===== src/rtl/ehklt_pkg.sv =====
// ----------------------------------------------------------------------------
// ehklt_pkg
// Shared types, codes and the ELF hash step for the keyed lookup table.
// ----------------------------------------------------------------------------
package ehklt_pkg;

	localparam int unsigned DEPTH_DEFAULT = 64;

	localparam int unsigned KEY_W   = 32;
	localparam int unsigned VAL_W   = 32;
	localparam int unsigned BYTE_W  = 8;
	localparam int unsigned HASH_W  = 31;
	localparam int unsigned STAT_W  = 2;

	localparam logic [STAT_W-1:0] ST_INSERTED = 2'd0;
	localparam logic [STAT_W-1:0] ST_FULL     = 2'd1;
	localparam logic [STAT_W-1:0] ST_HIT      = 2'd2;
	localparam logic [STAT_W-1:0] ST_MISS     = 2'd3;

	localparam logic CMD_INSERT = 1'b0;
	localparam logic CMD_LOOKUP = 1'b1;

	localparam logic [KEY_W-1:0] HASH_TOP_MASK = 32'hf000_0000;
	localparam int unsigned      HASH_FOLD_SH  = 24;
	localparam int unsigned      HASH_SHIFT    = 4;

	// controller -> datapath
	typedef struct packed {
		logic accept;
		logic scan_issue;
		logic finish;
	} ehklt_cmd_t;

	// datapath -> controller
	typedef struct packed {
		logic key_end;
		logic tbl_empty;
		logic out_free;
		logic cmp_valid;
		logic cmp_hit;
		logic cmp_last;
	} ehklt_stat_t;

	function automatic logic [KEY_W-1:0] hash_step(input logic [KEY_W-1:0] h_in,
		input logic [BYTE_W-1:0] b);
		logic [KEY_W-1:0] h;
		logic [KEY_W-1:0] top;
		h   = (h_in << HASH_SHIFT) + {{(KEY_W-BYTE_W){1'b0}}, b};
		top = h & HASH_TOP_MASK;
		if (top != '0) begin
			h = (h ^ (top >> HASH_FOLD_SH)) & ~top;
		end
		return h;
	endfunction

endpackage


===== src/rtl/ehklt_req_if.sv =====
// ----------------------------------------------------------------------------
// ehklt_req_if
// Request channel: insert entries and stream lookup key bytes.
// ----------------------------------------------------------------------------
interface ehklt_req_if;
	logic                            valid;
	logic                            ready;
	logic                            command;
	logic [ehklt_pkg::KEY_W-1:0]     new_key;
	logic [ehklt_pkg::VAL_W-1:0]     entry_value;
	logic [ehklt_pkg::BYTE_W-1:0]    key_byte;

	modport source (output valid, command, new_key, entry_value, key_byte, input ready);
	modport sink   (input valid, command, new_key, entry_value, key_byte, output ready);
endinterface


===== src/rtl/ehklt_rsp_if.sv =====
// ----------------------------------------------------------------------------
// ehklt_rsp_if
// Response channel: insert status or lookup result.
// ----------------------------------------------------------------------------
interface ehklt_rsp_if;
	logic                            valid;
	logic                            ready;
	logic [ehklt_pkg::STAT_W-1:0]    status;
	logic [ehklt_pkg::VAL_W-1:0]     found_value;
	logic [ehklt_pkg::HASH_W-1:0]    key_hash;

	modport source (output valid, status, found_value, key_hash, input ready);
	modport sink   (input valid, status, found_value, key_hash, output ready);
endinterface


===== src/rtl/ehklt_ctrl.sv =====
// ----------------------------------------------------------------------------
// ehklt_ctrl
// Controller: request handshake and sequencing of the table scan.
// ----------------------------------------------------------------------------
module ehklt_ctrl (
	input  logic                   clk,
	input  logic                   arst_n,
	input  logic                   req_valid,
	output logic                   req_ready,
	input  ehklt_pkg::ehklt_stat_t stat,
	output ehklt_pkg::ehklt_cmd_t  cmd
);

	typedef enum logic [1:0] {
		S_IDLE = 2'b01,
		S_SCAN = 2'b10
	} ehklt_state_t;

	ehklt_state_t state_q, state_d;

	always_comb begin
		state_d        = state_q;
		req_ready      = 1'b0;
		cmd.accept     = 1'b0;
		cmd.scan_issue = 1'b0;
		cmd.finish     = 1'b0;
		case (state_q)
			S_IDLE: begin
				req_ready  = stat.out_free;
				cmd.accept = req_valid && stat.out_free;
				if (cmd.accept && stat.key_end) begin
					if (stat.tbl_empty) begin
						cmd.finish = 1'b1;
					end else begin
						state_d = S_SCAN;
					end
				end
			end
			S_SCAN: begin
				cmd.scan_issue = 1'b1;
				if (stat.cmp_valid && (stat.cmp_hit || stat.cmp_last)) begin
					cmd.finish = 1'b1;
					state_d    = S_IDLE;
				end
			end
			default: begin
				state_d = S_IDLE;
			end
		endcase
	end

	always_ff @(posedge clk or negedge arst_n) begin
		if (!arst_n) begin
			state_q <= S_IDLE;
		end else begin
			state_q <= state_d;
		end
	end

endmodule


===== src/rtl/ehklt_dp.sv =====
// ----------------------------------------------------------------------------
// ehklt_dp
// Datapath: hash accumulator, entry memories, scan pointer, result register.
// ----------------------------------------------------------------------------
module ehklt_dp #(
	parameter int unsigned DEPTH = ehklt_pkg::DEPTH_DEFAULT
) (
	input  logic                         clk,
	input  logic                         arst_n,
	input  logic                         command,
	input  logic [ehklt_pkg::KEY_W-1:0]  new_key,
	input  logic [ehklt_pkg::VAL_W-1:0]  entry_value,
	input  logic [ehklt_pkg::BYTE_W-1:0] key_byte,
	input  ehklt_pkg::ehklt_cmd_t        cmd,
	output ehklt_pkg::ehklt_stat_t       stat,
	ehklt_rsp_if.source                  rsp
);

	localparam int unsigned CNT_W = $clog2(DEPTH + 1);
	localparam int unsigned IDX_W = (DEPTH > 1) ? $clog2(DEPTH) : 1;
	localparam logic [CNT_W-1:0] DEPTH_C = CNT_W'(DEPTH);
	localparam logic [CNT_W-1:0] ONE_C   = CNT_W'(1);

	logic [ehklt_pkg::KEY_W-1:0] key_mem [DEPTH];
	logic [ehklt_pkg::VAL_W-1:0] val_mem [DEPTH];

	logic [ehklt_pkg::KEY_W-1:0]  acc_q;
	logic [CNT_W-1:0]             count_q;
	logic [CNT_W-1:0]             issue_q;
	logic                         rd_valid_s1;
	logic [CNT_W-1:0]             idx_s1;
	logic [ehklt_pkg::KEY_W-1:0]  key_s1;
	logic [ehklt_pkg::VAL_W-1:0]  val_s1;
	logic                         rsp_valid_q;
	logic [ehklt_pkg::STAT_W-1:0] status_q;
	logic [ehklt_pkg::VAL_W-1:0]  found_q;
	logic [ehklt_pkg::HASH_W-1:0] hash_q;

	logic is_insert, is_byte, has_room, do_write, do_issue, hit;
	logic [ehklt_pkg::KEY_W-1:0] cmp_key;

	assign is_insert = (command == ehklt_pkg::CMD_INSERT);
	assign is_byte   = (command == ehklt_pkg::CMD_LOOKUP) && (key_byte != '0);
	assign has_room  = (count_q < DEPTH_C);
	assign do_write  = cmd.accept && is_insert && has_room;
	assign do_issue  = cmd.scan_issue && (issue_q < count_q) && !cmd.finish;
	assign cmp_key   = {1'b0, acc_q[ehklt_pkg::HASH_W-1:0]};
	assign hit       = rd_valid_s1 && (key_s1 == cmp_key);

	assign stat.key_end   = (command == ehklt_pkg::CMD_LOOKUP) && (key_byte == '0);
	assign stat.tbl_empty = (count_q == '0);
	assign stat.out_free  = !rsp_valid_q || rsp.ready;
	assign stat.cmp_valid = rd_valid_s1;
	assign stat.cmp_hit   = hit;
	assign stat.cmp_last  = ((idx_s1 + ONE_C) == count_q);

	always_ff @(posedge clk) begin
		if (do_write) begin
			key_mem[count_q[IDX_W-1:0]] <= new_key;
			val_mem[count_q[IDX_W-1:0]] <= entry_value;
		end
		key_s1 <= key_mem[issue_q[IDX_W-1:0]];
		val_s1 <= val_mem[issue_q[IDX_W-1:0]];
		idx_s1 <= issue_q;
	end

	always_ff @(posedge clk or negedge arst_n) begin
		if (!arst_n) begin
			acc_q       <= '0;
			count_q     <= '0;
			issue_q     <= '0;
			rd_valid_s1 <= 1'b0;
			rsp_valid_q <= 1'b0;
		end else begin
			if (cmd.finish) begin
				acc_q <= '0;
			end else if (cmd.accept && is_byte) begin
				acc_q <= ehklt_pkg::hash_step(acc_q, key_byte);
			end
			if (do_write) begin
				count_q <= count_q + ONE_C;
			end
			if (cmd.accept) begin
				issue_q <= '0;
			end else if (do_issue) begin
				issue_q <= issue_q + ONE_C;
			end
			rd_valid_s1 <= do_issue;
			if (cmd.finish || (cmd.accept && is_insert)) begin
				rsp_valid_q <= 1'b1;
			end else if (rsp.ready) begin
				rsp_valid_q <= 1'b0;
			end
		end
	end

	always_ff @(posedge clk) begin
		if (cmd.accept && is_insert) begin
			status_q <= has_room ? ehklt_pkg::ST_INSERTED : ehklt_pkg::ST_FULL;
			found_q  <= '0;
			hash_q   <= '0;
		end else if (cmd.finish) begin
			status_q <= hit ? ehklt_pkg::ST_HIT : ehklt_pkg::ST_MISS;
			found_q  <= hit ? val_s1 : '0;
			hash_q   <= acc_q[ehklt_pkg::HASH_W-1:0];
		end
	end

	assign rsp.valid       = rsp_valid_q;
	assign rsp.status      = status_q;
	assign rsp.found_value = found_q;
	assign rsp.key_hash    = hash_q;

`ifndef SYNTHESIS
	a_count_bound: assert property (@(posedge clk) disable iff (!arst_n)
		count_q <= DEPTH_C)
		else $error("entry count above depth");
	a_count_inc: assert property (@(posedge clk) disable iff (!arst_n)
		do_write |=> count_q == $past(count_q) + ONE_C)
		else $error("insert did not advance entry count");
	a_finish: assert property (@(posedge clk) disable iff (!arst_n)
		cmd.finish |=> rsp_valid_q && (acc_q == '0))
		else $error("lookup finish did not post result and clear hash");
	a_scan_range: assert property (@(posedge clk) disable iff (!arst_n)
		rd_valid_s1 |-> idx_s1 < count_q)
		else $error("scan read beyond filled entries");
`endif

endmodule


===== src/rtl/elf_hash_keyed_lookup_table.sv =====
// ----------------------------------------------------------------------------
// elf_hash_keyed_lookup_table
// Keyed table of DEPTH entries with a streaming ELF-hash lookup key.
// ----------------------------------------------------------------------------
// An insert transaction posts its status in the next cycle; a full table
// rejects it with status full. A nonzero key byte only updates the running
// hash. A zero byte ends the key: the table is then scanned from the oldest
// entry, one entry per cycle through the single read port of the key/value
// memory, stopping early at the first match; for an empty table the result
// is posted without a scan. No request is taken during the scan, and a
// request is taken only while the result register is free or being emptied
// in the same cycle.
module elf_hash_keyed_lookup_table #(
	parameter int unsigned DEPTH = ehklt_pkg::DEPTH_DEFAULT
) (
	input  logic         clk,
	input  logic         arst_n,
	ehklt_req_if.sink    req,
	ehklt_rsp_if.source  rsp
);

	ehklt_pkg::ehklt_cmd_t  cmd;
	ehklt_pkg::ehklt_stat_t stat;
	logic                   ready;

	assign req.ready = ready;

	ehklt_ctrl u_ctrl (
		.clk       (clk),
		.arst_n    (arst_n),
		.req_valid (req.valid),
		.req_ready (ready),
		.stat      (stat),
		.cmd       (cmd)
	);

	ehklt_dp #(
		.DEPTH (DEPTH)
	) u_dp (
		.clk         (clk),
		.arst_n      (arst_n),
		.command     (req.command),
		.new_key     (req.new_key),
		.entry_value (req.entry_value),
		.key_byte    (req.key_byte),
		.cmd         (cmd),
		.stat        (stat),
		.rsp         (rsp)
	);

endmodule


===== src/flat_wrapper.sv =====
// flat-port wrapper written by rule: the top's interface ports become plain ports
module elf_hash_keyed_lookup_table_flat 
#(
	parameter int unsigned DEPTH = ehklt_pkg::DEPTH_DEFAULT
)
  (clk, arst_n, req_valid, req_command, req_new_key, req_entry_value, req_key_byte, req_ready, rsp_valid, rsp_status, rsp_found_value, rsp_key_hash, rsp_ready);
  ehklt_req_if req_i ();
  ehklt_rsp_if rsp_i ();
  input  logic clk;
  input  logic arst_n;
  input wire logic [$bits(req_i.valid)-1:0] req_valid;
  input wire logic [$bits(req_i.command)-1:0] req_command;
  input wire logic [$bits(req_i.new_key)-1:0] req_new_key;
  input wire logic [$bits(req_i.entry_value)-1:0] req_entry_value;
  input wire logic [$bits(req_i.key_byte)-1:0] req_key_byte;
  output wire logic [$bits(req_i.ready)-1:0] req_ready;
  output wire logic [$bits(rsp_i.valid)-1:0] rsp_valid;
  output wire logic [$bits(rsp_i.status)-1:0] rsp_status;
  output wire logic [$bits(rsp_i.found_value)-1:0] rsp_found_value;
  output wire logic [$bits(rsp_i.key_hash)-1:0] rsp_key_hash;
  input wire logic [$bits(rsp_i.ready)-1:0] rsp_ready;
  assign req_i.valid = req_valid;
  assign req_i.command = req_command;
  assign req_i.new_key = req_new_key;
  assign req_i.entry_value = req_entry_value;
  assign req_i.key_byte = req_key_byte;
  assign req_ready = req_i.ready;
  assign rsp_valid = rsp_i.valid;
  assign rsp_status = rsp_i.status;
  assign rsp_found_value = rsp_i.found_value;
  assign rsp_key_hash = rsp_i.key_hash;
  assign rsp_i.ready = rsp_ready;
  elf_hash_keyed_lookup_table #(.DEPTH(DEPTH)) u_core (.clk(clk), .arst_n(arst_n), .req(req_i), .rsp(rsp_i));
endmodule

===== config.mk =====
export PLATFORM = sky130hd
export DESIGN_NAME = elf_hash_keyed_lookup_table_flat
export DESIGN_NICKNAME = d
export VERILOG_FILES = /design/src/rtl/ehklt_pkg.sv /design/src/rtl/ehklt_req_if.sv /design/src/rtl/ehklt_rsp_if.sv /design/src/rtl/ehklt_ctrl.sv /design/src/rtl/ehklt_dp.sv /design/src/rtl/elf_hash_keyed_lookup_table.sv /design/src/flat_wrapper.sv
export SDC_FILE = /design/constraint.sdc
export NUM_CORES = 2
export LEC_CHECK = 0
export ABC_AREA = 1
export BUFFER_PORTS_ARGS = -buffer_cell sky130_fd_sc_hd__clkbuf_2
export CORE_MARGIN = 2
export CORE_UTILIZATION = 34
export DETAILED_ROUTE_END_ITERATION = 8
export MAX_ROUTING_LAYER = met4
export PLACE_DENSITY = 0.55
export SYNTH_ARGS = -nofsm -noshare
export SYNTH_HDL_FRONTEND = slang
export SYNTH_HIERARCHICAL = 1
export SYNTH_SLANG_ARGS = --single-unit

===== constraint.sdc =====
create_clock -name clk -period 6.5 [get_ports clk]
set_clock_uncertainty 0.2 [all_clocks]
set_input_delay 1.3 -clock clk [delete_from_list [all_inputs] [get_ports clk]]
set_output_delay 1.3 -clock clk [all_outputs]
set_load 0.02 [all_outputs]

; ---- After elaboration in Yosys (flattened, before gate mapping)
; Memory sizes are Yosys's and may differ from the RTL's. A register that Yosys moved wholly into a read port is not among the register bits.
; Index checks and enable logic that the tools add are counted.
[totals]
ff_bits = 121
latchBits = 0
ram_bits = 4096
mem_bits_ro = 0
input_bits = 77
out_inout_bits = 67
word_cells = 79
n_memories = 2
[classes]
addsub = 4
mul = 0
div_mod_pow = 0
magnitude_cmp = 2
eq_ne = 7
shifts = 0
mux = 25
bitwise = 4
n_reduce_logical = 25
[mem_list]
columns = name, depth, width, rd, rd_clocked_by_memory_dff, wr, line_no
row1 = u_core.u_dp.key_mem, 64, 32, 1, 1, 1, ehklt_dp.sv:24  ; logic [ehklt_pkg::KEY_W-1:0] key_mem [DEPTH];
row2 = u_core.u_dp.val_mem, 64, 32, 1, 1, 1, ehklt_dp.sv:25  ; logic [ehklt_pkg::VAL_W-1:0] val_mem [DEPTH];
[op_table]
columns = cell, count
row1 = $mux W31, 3
row2 = $add A32 B8 Y32, 1
row3 = $eq A32 B31 Y1, 1
row4 = $mux W32, 1
row5 = $reduce_bool A32 Y1, 1
row6 = $and A31 B31 Y31, 1
row7 = $not A31 Y31, 1
row8 = $xor A31 B8 Y31, 1
row9 = $add A7 B1 Y7 const B, 3
row10 = $mux W7, 2
row11 = $mux W1, 12
row12 = $logic_and A1 B1 Y1, 11
row13 = $mux W2, 5
row14 = $logic_not A8 Y1, 1
row15 = $reduce_bool A2 Y1, 4
row16 = $reduce_bool A8 Y1, 1
row17 = $eq A7 B7 Y1, 1
row18 = $logic_not A7 Y1, 1
row19 = $lt A7 B7 Y1, 1
row20 = $lt A7 B7 Y1 const B, 1
row21 = $ne A2 B2 Y1 const B, 3
row22 = $pmux W2 S2, 1
row23 = $logic_or A1 B1 Y1, 3
row24 = $reduce_and A3 Y1, 1
row25 = 5 further kinds, 6

; ---- Logic depth before layout (Yosys ltp)
[depth]
depth_word = 10
mapped_depth = 18
ltp_nobuf = 16

; ---- Cells and area by module
; Netlist, hierarchy kept.
[modules_own_cells]
columns = mod, instances, cells_each, area_each_um2, seq_area_each_um2
row1 = ehklt_dp, 1, 14819, 172364.1, 126916.7
row2 = ehklt_ctrl, 1, 26, 195.2, 51.3

; ---- Least setup slack after synthesis
; Ideal clock, no wire load.
[synth_timing]
kind = input port to flip-flop
start = input port rsp_ready
end = memory u_core/u_dp/key_mem[23][0] (netlist name), enable pin
setup_time_ps = 565
arrival_ps = 6740
t_required_ps = 5735
path_slack_ps = -1004
cell_stages = 10
n_path_buf = 0
path_cell_list = inv_1 nand2_1 nand2_1 nor2_1 inv_1 nor2_2 clkinv_1 nor2_4 inv_1 nor3_1
[synth_lines]
columns = item, line_no
row1 = start: declaration, flat_wrapper.sv:21  ; input wire logic [$bits(rsp_i.ready)-1:0] rsp_ready;
row2 = end: declaration, ehklt_dp.sv:24

==> flow_summary.json <==
{
  "outcome": "finished, final reports clean",
  "crit_family": "simple AND/OR/NAND/NOR gates",
  "grt_max_degree": 157,
  "synthToLayoutAreaGrowth_pct": 13.8,
  "met2_usage_pct": 32.3,
  "final_util_pct": 38.8,
  "share_comb_of_total_power_pct": 24.1,
  "clockRootBuffer": "clkbuf_16",
  "arrival_ns": 5.34,
  "syn_area_per_cell_um2": 11.6,
  "p_leak_nw": 68.4,
  "swShare_pct": 33.0,
  "p_seq_share_pct": 42.0,
  "max_slew_margin_pct": 13.1,
  "switching_power_mw": 24.5,
  "clockBufferDepth": 4,
  "grt_pass1_vias": 106000,
  "dpl_worst_slack_ns": 1.00,
  "final_max_slew_viol_count": 0,
  "period_needed_ns": 4.87,
  "gr-usage-met1_pct": 29.4,
  "clkPwrFrac_pct": 33.9,
  "p_int_mw": 49.6,
  "cp_slowest_cell": "nor2_4",
  "cts_buffers": 439,
  "die_area_um2": 513000,
  "grt-ovfl-total": 0,
  "coreArea_um2": 506000,
  "numClockSinks": 4281,
  "postCtsHoldBufs": 0,
  "routed_wl_um": 542000,
  "synthCells": 14800,
  "clk_pin_slew_worst_paths_ns": 0.07,
  "cp_data_required_time_ns": 6.97,
  "cts_setup_buffers": 0,
  "drt-initial-drc-count": 13600,
  "critical_path_class": "flip-flop to flip-flop",
  "die_w_um": 716,
  "layout.nets": 15000,
  "critPathMaxStageDelay_ns": 0.73,
  "critPathMaxFanout": 26,
  "synth_area_um2": 173000,
  "cp-start-kind": "flip-flop",
  "clk_latency_ns": 1.01,
  "fin_crit_sh_pct": 74.8,
  "crit_buf_inv": 5,
  "gr-usage-all-layers_pct": 21.0,
  "wl_per_cell_um": 24.7,
  "seq_area_frac_synth_pct": 73.6,
  "routabilityCongestion": 0.864,
  "worstSetupEndpointType": "flip-flop",
  "worst_hold_path_type": "primary input to async pin",
  "ys_warn_count": 6,
  "worstPathCellList": "ha_1 -> inv_2 -> nor2_1 -> inv_1 -> nor2_2 -> inv_2 -> nor2_4 -> inv_1 -> nor2_1 -> nand2_2 -> nor2_4 -> buf_4",
  "grt_pass1_wl_um": 773000,
  "grt-busiest-layer": "met2",
  "postCtsResizedCells": 0,
  "ys_ff_latch": 4281,
  "grt_use_met3_pct": 3.29,
  "grt_setup_unrepaired": "false",
  "power.density_nw_per_um2": 377,
  "final-hold-violation-count": 0,
  "syn_nets": 14900,
  "fmax_mhz": 206,
  "setup_slack_ns": 1.63,
  "portBuffers": 143,
  "synth.distinct_cells": 36,
  "drive_above_1_share_pct": 7.94,
  "cts_tree": "yes",
  "max-vdd-ir-drop_mv": 0.376,
  "worst_pin_slew_ns": 1.29,
  "firstDrtPassIters": 8,
  "antenna_found_initial": 40,
  "num_vias": 114000,
  "fp-row-count": 261,
  "hpwl_um": 302000,
  "drt.antenna.violating_nets": 0,
  "start_util_pct": 34.1,
  "htreeDepth": 5,
  "pin_count": 144,
  "finalSetupViolCount": 0,
  "cap_violations": 0,
  "die_h_um": 716,
  "setup_tns_ns": 0,
  "drc": 0,
  "vias_per_cell": 5.21
}
==> kinds of logic after synthesis <==
| logic type | count (synthesis) | synth area share, % |
|---|---|---|
| AOI/OAI and AO/OA | 2297 | 7.10 |
| and+or+nand+nor | 6847 | 15.7 |
| DFF | 4281 | 73.6 |
| adders and majority gates | 17 | 0.128 |
| xor gates and xnor gates | 27 | 0.137 |
| buffers and inverters | 1376 | 3.39 |
==> synth_stat cells, drive strengths merged <==
master  count  area, um^2
nor3       15        75.1
clkinv     24        90.1
o31ai       1        7.51
xor2       23         201
o21ai    1745        8730
nand2    3035       11400
nand3     967        4850
o22ai      17         106
edfxtp   4098      123000
a21o        1        7.51
nor2     2806       10500
fa          1        20.0
ha         16         200
buf       403        2190
a21oi     243        1220
nand3b      2        15.0
or2         9        56.3
o211ai    289        2170
nand4      12        75.1
clkbuf    490        1840
nor3b       1        7.51
dfstp       1        26.3
dfxtp     134        2680
xnor2       4        35.0
dfrtp      48        1200
o21bai      1        18.8
inv       459        1720
==> placed cells by master (no fill, tap or decap), drive strengths merged, types with 243 or more instances in the layout <==
cell type	instances
nor2	2806
buf	380
clkbuf	643
o21ai	1745
a21oi	243
nand3	967
nand2	3035
edfxtp	4098
o211ai	289
inv	475
==> flip-flops by register name (all words and copies together), names as in the netlist <==
signal                       flops
u_core/u_dp/rsp.valid            1
u_core/u_dp/rsp.status           2
u_core/u_dp/key_mem           2048
u_core/u_dp/key_s1              32
u_core/u_dp/acc_q               31
u_core/u_dp/count_q              7
u_core/u_dp/val_s1              32
u_core/u_dp/val_mem           2048
u_core/u_dp/rd_valid_s1          1
u_core/u_dp/rsp.key_hash        31
u_core/u_dp/rsp.found_value     32
u_core/u_ctrl/state_q            2
u_core/u_dp/idx_s1               7
u_core/u_dp/issue_q              7
==> layer usage <==
layer,up-vias,share of wire [%]
met5,-,0
met3,737,8.4
met2,4684,46
met1,57400,43
met4,0,2.6
li1,51600,-
==> path summary, 6_finish.rpt <==
path                                                       from                         endpoint  slack [ns]  cells after the start
worst max-delay path                   u_core/u_ctrl/state_q[0]      u_core/u_dp/val_mem[38][18]        1.63                     12
worst min register to register  u_core/u_dp/rsp.found_value[17]  u_core/u_dp/rsp.found_value[17]        0.26                      2
worst max register to register         u_core/u_ctrl/state_q[0]      u_core/u_dp/val_mem[38][18]        1.63                     12
max in group asynchronous                                arst_n           u_core/u_dp/issue_q[2]        5.26                      2
worst min-delay path                                     arst_n             u_core/u_dp/acc_q[5]        0.26                      2
min in group clk                u_core/u_dp/rsp.found_value[17]  u_core/u_dp/rsp.found_value[17]        0.26                      2
==> stage by stage <==
stage / total power, mW / instances / hold WS, ns / cell area, um^2
finish: 74.0 / 21900 / 0.258 / 196000
global route: 77.2 / 21900 / 0.279 / 196000
CTS: 74.3 / 21900 / 0.219 / 196000
detailed placement: 49.4 / 21100 / 0.247 / 182000
global placement: 49.3 / 21100 / 0.252 / 182000
floorplan: 42.8 / 14800 / 0.166 / 173000
==> area by class of cell <==
class	count	area (um^2)
Antenna cell	12	30.0
Clock buffer	553	11700
Clock inverter	249	2510
Fill cell	48000	309000
Inverter	483	1860
Multi-Input combinational cell	9188	40300
Sequential cell	4281	127000
Tap cell	6706	8390
Timing Repair Buffer	470	4550
==> worst reg2reg max path, stage by stage (launching register included) <==
cell	delay (ns)
dfstp_2	0.54
ha_1	0.24
inv_2	0.07
nor2_1	0.20
inv_1	0.28
nor2_2	0.30
inv_2	0.27
nor2_4	0.32
inv_1	0.20
nor2_1	0.34
nand2_2	0.40
nor2_4	0.74
buf_4	0.42
==> power groups by stage <==
stage | sequential (mW) | combinational, mW | clock [mW]
3_5_place_dp | 31.7 | 17.7 | 0
5_1_grt | 31.1 | 19.6 | 26.5
2_1_floorplan | 31.3 | 11.4 | 0
3_3_place_gp | 31.7 | 17.7 | 0
4_1_cts | 31.1 | 17.8 | 25.5
6_report | 31.1 | 17.8 | 25.1
No activity file was read; power rests on OpenSTA's default activity.
